===== src/hdl/wbtl_pkg.sv =====
// ----------------------------------------------------------------------------
// wbtl_pkg
// Widths, codes and helper functions of the white balance tone LUT pipeline.
// ----------------------------------------------------------------------------
`default_nettype none

package wbtl_pkg;

   localparam int SAMPLE_BITS = 16;
   localparam int TABLE_DEPTH = 65536;
   localparam int TABLE_AW    = (TABLE_DEPTH > 1) ? $clog2(TABLE_DEPTH) : 1;

   localparam int PORT_W      = 16;   // sample ports
   localparam int ADDR_W      = 16;   // table address port
   localparam int TVAL_W      = 24;   // tone gain, Q8.16
   localparam int GAIN_W      = 20;   // channel gain, Q4.16
   localparam int SAT_W       = 16;   // saturation, Q2.14
   localparam int NARROW_BITS = 8;
   localparam int NARROW_FULL = 1 << NARROW_BITS;

   localparam int GAIN_SHIFT  = 16;
   localparam int SAT_SHIFT   = 14;
   localparam int PROD_SHIFT  = 30;

   localparam int PROD_W      = SAMPLE_BITS + GAIN_W - GAIN_SHIFT;
   localparam int IDX_W       = SAMPLE_BITS;
   localparam int CAP_W       = SAMPLE_BITS + 1;
   localparam int DIFF_W      = SAMPLE_BITS + 2;
   localparam int BLEND_W     = SAT_W + DIFF_W + 1;
   localparam int MAG_W       = BLEND_W - 1;
   localparam int VALUE_W     = MAG_W + TVAL_W;
   localparam int RES_W       = VALUE_W - PROD_SHIFT;

   localparam int CSR_W       = 20;
   localparam int CSR_INDEX_W = 3;

   localparam logic [SAMPLE_BITS-1:0] NARROW_MASK = SAMPLE_BITS'(NARROW_FULL - 1);

   typedef enum logic [CSR_INDEX_W-1:0] {
      CSR_RED_GAIN     = 3'd0,
      CSR_GREEN_GAIN   = 3'd1,
      CSR_BLUE_GAIN    = 3'd2,
      CSR_SATURATION   = 3'd3,
      CSR_WIDE_SAMPLES = 3'd4
   } csr_index_type;

   typedef enum logic {
      OP_PIXEL       = 1'b0,
      OP_TABLE_WRITE = 1'b1
   } op_type;

   // Per-stage load enables of the pixel pipeline.
   typedef struct packed {
      logic s1;
      logic s2;
      logic s3;
      logic s4;
      logic s5;
   } stage_en_type;

   // Full scale of the current sample mode.
   function automatic logic [CAP_W-1:0] full_scale(input logic wide);
      return wide ? (CAP_W'(1) << SAMPLE_BITS) : CAP_W'(NARROW_FULL);
   endfunction

   // Full scale minus one.
   function automatic logic [IDX_W-1:0] full_max(input logic wide);
      return wide ? {IDX_W{1'b1}} : IDX_W'(NARROW_FULL - 1);
   endfunction

endpackage

`default_nettype wire


===== src/hdl/wbtl_lane.sv =====
// ----------------------------------------------------------------------------
// wbtl_lane
// One color channel: gain multiply, saturation blend, tone gain and clamp.
// ----------------------------------------------------------------------------
`default_nettype none

module wbtl_lane (
   input  logic                         clock,
   input  wbtl_pkg::stage_en_type       en,
   input  logic                         wide,
   input  logic [wbtl_pkg::GAIN_W-1:0]  gain,
   input  logic [wbtl_pkg::SAT_W-1:0]   sat,
   input  logic [wbtl_pkg::PORT_W-1:0]  smp,
   input  logic [wbtl_pkg::IDX_W-1:0]   idx,        // stage 2
   input  logic [wbtl_pkg::TVAL_W-1:0]  tone_gain,  // stage 3
   output logic [wbtl_pkg::PROD_W-1:0]  prod,       // stage 1
   output logic [wbtl_pkg::PORT_W-1:0]  result      // stage 5
);

   import wbtl_pkg::*;

   logic [SAMPLE_BITS-1:0]        smp_masked;
   logic [SAMPLE_BITS+GAIN_W-1:0] gained;
   logic [PROD_W-1:0]             prod1_in, prod1_ff, prod2_ff;

   logic [CAP_W-1:0]              full, capped;
   logic signed [DIFF_W-1:0]      diff;
   logic signed [BLEND_W-1:0]     scaled, idx_shifted, blend_in, blend_ff;

   logic                          blend_pos;
   logic [MAG_W-1:0]              mag;
   logic [VALUE_W-1:0]            value_in, value_ff;

   logic [IDX_W-1:0]              lim;
   logic [RES_W-1:0]              res;
   logic [PORT_W-1:0]             result_in, result_ff;

   // Stage 1: drop sample bits above the mode width, apply channel gain.
   always_comb begin
      smp_masked = smp[SAMPLE_BITS-1:0];
      if (!wide) begin
         smp_masked = smp_masked & NARROW_MASK;
      end
      gained   = (SAMPLE_BITS+GAIN_W)'(smp_masked) * (SAMPLE_BITS+GAIN_W)'(gain);
      prod1_in = gained[SAMPLE_BITS+GAIN_W-1:GAIN_SHIFT];
   end

   // Stage 3: blend toward the index, index*one - sat*(index - capped).
   always_comb begin
      full = full_scale(wide);
      if (prod2_ff > PROD_W'(full)) begin
         capped = full;
      end else begin
         capped = CAP_W'(prod2_ff);
      end
      diff        = $signed({2'b00, idx}) - $signed({1'b0, capped});
      scaled      = $signed({1'b0, sat}) * diff;
      idx_shifted = $signed({{(BLEND_W-IDX_W-SAT_SHIFT){1'b0}}, idx, {SAT_SHIFT{1'b0}}});
      blend_in    = idx_shifted - scaled;
   end

   // Stage 4: apply tone gain; a non-positive blend yields zero.
   always_comb begin
      blend_pos = !blend_ff[BLEND_W-1] && (blend_ff != '0);
      mag       = blend_ff[MAG_W-1:0];
      value_in  = blend_pos ? (VALUE_W'(mag) * VALUE_W'(tone_gain)) : '0;
   end

   // Stage 5: drop fraction, clamp to full scale minus one.
   always_comb begin
      lim = full_max(wide);
      res = value_ff[VALUE_W-1:PROD_SHIFT];
      if (res > RES_W'(lim)) begin
         result_in = PORT_W'(lim);
      end else begin
         result_in = PORT_W'(res);
      end
   end

   always_ff @(posedge clock) begin
      if (en.s1) begin
         prod1_ff <= prod1_in;
      end
      if (en.s2) begin
         prod2_ff <= prod1_ff;
      end
      if (en.s3) begin
         blend_ff <= blend_in;
      end
      if (en.s4) begin
         value_ff <= value_in;
      end
      if (en.s5) begin
         result_ff <= result_in;
      end
   end

   assign prod   = prod1_ff;
   assign result = result_ff;

endmodule

`default_nettype wire


===== config.mk =====
export PLATFORM = sky130hd
export DESIGN_NAME = wbtl_lane
export DESIGN_NICKNAME = d
export VERILOG_FILES = /design/src/hdl/wbtl_pkg.sv /design/src/hdl/wbtl_lane.sv
export SDC_FILE = /design/constraint.sdc
export NUM_CORES = 2
export LEC_CHECK = 0
export ABC_AREA = 1
export ABC_CLOCK_PERIOD_IN_PS = 17700
export BUFFER_PORTS_ARGS = -buffer_cell sky130_fd_sc_hd__buf_2
export CAP_MARGIN = 20
export CORE_ASPECT_RATIO = 0.7
export CORE_MARGIN = 2
export CORE_UTILIZATION = 55
export DETAILED_ROUTE_END_ITERATION = 12
export HOLD_SLACK_MARGIN = 0.08
export PLACE_DENSITY_LB_ADDON = 0.08
export REMOVE_ABC_BUFFERS = 1
export SYNTH_ARGS = -nofsm -noshare
export SYNTH_HDL_FRONTEND = slang
export SYNTH_SLANG_ARGS = --single-unit

===== constraint.sdc =====
create_clock -name clock -period 17.7 [get_ports clock]
set_input_delay 3.54 -clock clock [delete_from_list [all_inputs] [get_ports clock]]
set_output_delay 3.54 -clock clock [all_outputs]
set_load 0.005 [all_outputs]

==> impl_metrics.csv <==
group,metric,value,unit
setup_path,start_kind,"input port",
global_route,grt_max_degree,36,
sta,skew,0.0196,ns
detailed_routing,routed_wl,152,mm
setup_path,end_kind,"register",
min_path,min_path_type,"register to register",
setup_path,path_class,"input port to register",
setup_path,rrSetupSlack,8.38,ns
setup_path,crit_path_top_delay_cell,"fa_1",
yosys,ys.flop_type,"edfxtp_1",
setup_path,crit_top_cell,"inv_1",
global_route,grt_pass1_vias,43300,
setup_path,r2r_end,"blend_ff[33]",
min_path,holdPathEnd,"prod2_ff[11]",
clock_tree,hold_buffers,0,
global_route,grt_use_total,32.0,%
clock_tree,clk_pin_slew_worst_paths,0.06,ns
sta,slew_viol_final,0,
floorplanning,die_x,376,um
detailed_routing,drt_first_pass_iters,7,
setup_path,timing.rr.start,"prod2_ff[16]",
detailed_routing,first_iter_violations,3636,
finish,drive_above_1_share,3.47,%
detailed_routing,wl_per_cell,19.4,um
sta,fmax,78.6,MHz
clock_tree,clock_path_buffers,2,
sta,rsz0062_at_grt,"no",
setup_path,critPathMaxStageDelay,0.73,ns
yosys,synthCells,6630,
sta,period_share,71.9,%
placed_design,dpl.hpwl,124,mm
clock_tree,post_cts_buffers,0,
yosys,synth_edf_count,119,
clock_tree,cts.repair.resized,0,
placed_design,place_area,54900,um2
global_route,overflow,0,
yosys,ys_seq_elements,119,
yosys,synth_area,53400,um2
clock_tree,clk_latency,0.46,ns
yosys,postSynthAreaPerCell,8.06,um2
floorplanning,core-area,96200,um2
finish,nNetsFinal,8314,
sta,tightest_slew,1.12,ns
clock_tree,cts_buffers,17,
setup_path,cp.required,17.90,ns
finish,stdcell_area,55500,um2
sta,final-hold-violation-count,0,
floorplanning,fp-row-count,95,
clock_tree,cts_tree,"done",
yosys,synth.distinct_cells,48,
detailed_routing,vias,41600,
detailed_routing,viasPerCell,5.32,
min_path,hold_depth,0,
yosys,ys_seq_area_share,6.69,%
finish,n_fill_cell,9041,
sta,relSlewSlack,25.3,%
min_path,worstHoldStart,"prod[11]",
clock_tree,h-tree-depth,4,
yosys,ys_warn_count,0,
setup_path,reg2reg_depth,38,
floorplanning,ios,135,
floorplanning,dieArea,99700,um2
sta,setup-violations-final,0,
sta,fin_setup_tns,0,ns
placed_design,place.gp.congestion,0.994,
setup_path,crit_fanout,14,
floorplanning,start_util,55.5,%
finish,final-seq-area,3570,um2
floorplanning,die_height,265,um
placed_design,port_buffers,134,
finish,multi_input_area,41700,um2
status,status,"finished clean",
detailed_routing,ant_nets,0,
detailed_routing,route.detailed.drc,0,
yosys,synthArstFlopShare,0,%
clock_tree,cts_sinks,119,
finish,syn_to_final_growth,3.93,%
global_route,grt_pass1_wl,246,mm
finish,post_layout_nonfiller_instances,7827,
global_route,antenna_found_initial,4,
placed_design,dpl.cell_count,7793,
setup_path,cp.arrival,12.92,ns
clock_tree,cts-root-buf,"clkbuf_16",
run,maxCapViolCount,0,
sta,fin_crit,12.72,ns
finish,final_util,57.7,%
synthesized netlist by cell type, types with 3 or more instances:
cell / instances / area share [%]
inv_1: 1864 / 13
nand2_1: 1575 / 11
fa_1: 1242 / 47
nor2_1: 480 / 3.4
ha_1: 421 / 9.9
clkbuf_1: 264 / 1.9
a21oi_1: 190 / 1.8
edfxtp_1: 119 / 6.7
o21ai_0: 107 / 1.0
nand3_1: 72 / 0.67
xor2_1: 59 / 0.97
a31oi_1: 28 / 0.33
xnor2_1: 27 / 0.44
nor3_1: 23 / 0.22
a21o_1: 21 / 0.30
nand4_1: 19 / 0.22
nor4_1: 17 / 0.20
clkinv_1: 16 / 0.11
o21bai_1: 10 / 0.14
o21a_1: 8 / 0.11
or2_2: 8 / 0.094
a21boi_0: 6 / 0.084
buf_2: 6 / 0.056
a211oi_1: 5 / 0.070
o2111ai_1: 5 / 0.082
a221oi_1: 3 / 0.049
and3_1: 3 / 0.035
nand2_2: 3 / 0.035
o211ai_1: 3 / 0.042
how the worst max path moves through the flow:
stage | start | to | slack [ns] | cells past startpoint
after CTS | wide | blend_ff[33] | 4.77 | 39
final | wide | blend_ff[33] | 4.98 | 40
after global routing | wide | blend_ff[33] | 4.23 | 39
after detailed placement | wide | blend_ff[33] | 4.34 | 39
after floorplan | wide | blend_ff[33] | 6.31 | 38
after global placement | wide | blend_ff[33] | 4.60 | 39
cells in the final DEF (no fill, tap or decap), types with 17 or more instances in the layout:
cell | netlist | layout
a21o_1 | 21 | 21
edfxtp_1 | 119 | 119
buf_2 | 6 | 134
a21oi_1 | 190 | 190
nor3_1 | 23 | 23
xnor2_1 | 27 | 27
buf_4 | 0 | 41
nand4_1 | 19 | 19
nand2_1 | 1575 | 1575
nand3_1 | 72 | 72
clkbuf_16 | 0 | 17
ha_1 | 421 | 421
a31oi_1 | 28 | 28
inv_1 | 1864 | 1864
o21ai_0 | 107 | 107
nor2_1 | 480 | 480
fa_1 | 1242 | 1242
xor2_1 | 59 | 59
nor4_1 | 17 | 17
layout make-up:
class                      count  share of cell area, %
timing repair buffer         175                   1.76
multi-input combinational   4357                   75.2
clock inverter                14                  0.255
antenna                        1                0.00451
inverter                    1882                   12.7
tap                         1261                   2.84
clock buffer                  18                  0.773
sequential                   119                   6.44
flip-flops by register name, summed over array words and instances (netlist names):
signal / count
blend_ff: 35
value_ff: 28
prod2_ff: 20
prod: 20
result: 16
logic make-up (layout without fill, tap and decap cells):
kind of cell,count (synthesis),after routing,share of synthesized area [%]
AOI/OAI and AO/OA,397,397,4.19
adders and majority gates,1663,1663,56.4
and+or+nand+nor,2208,2208,16.0
DFF,119,119,6.69
buffers and inverters,2154,2089,15.2
other,0,1,0
xor gates and xnor gates,89,89,1.52
layer usage:
metal  part of all wire, %  track usage, %  vias to the layer above
li1                      -               -                    18800
met1                    48            51.1                    20900
met2                    41            45.5                     1747
met3                    10            7.23                      115
met4                  0.90            3.75                        0
met5                     0               0                        -
through the flow:
stage,worst slack (ns),hold slack [ns]
global route,4.23,0.463
finish,4.98,0.432
CTS,4.77,0.434
floorplan,6.31,0.452
global placement,4.60,0.434
detailed placement,4.34,0.428
worst max-delay path: cells and delay by family:
family / cells / cell delay [ns]
buffers and inverters: 11 / 1.86
XOR/XNOR: 1 / 0.08
AND/OR/NAND/NOR: 15 / 2.18
AO/OA/AOI/OAI: 4 / 1.08
adder cells (fa/ha/maj): 9 / 4.13
Power is not shown: default switching activity piles up to over one toggle a cycle in this logic, so the estimate is an artifact.
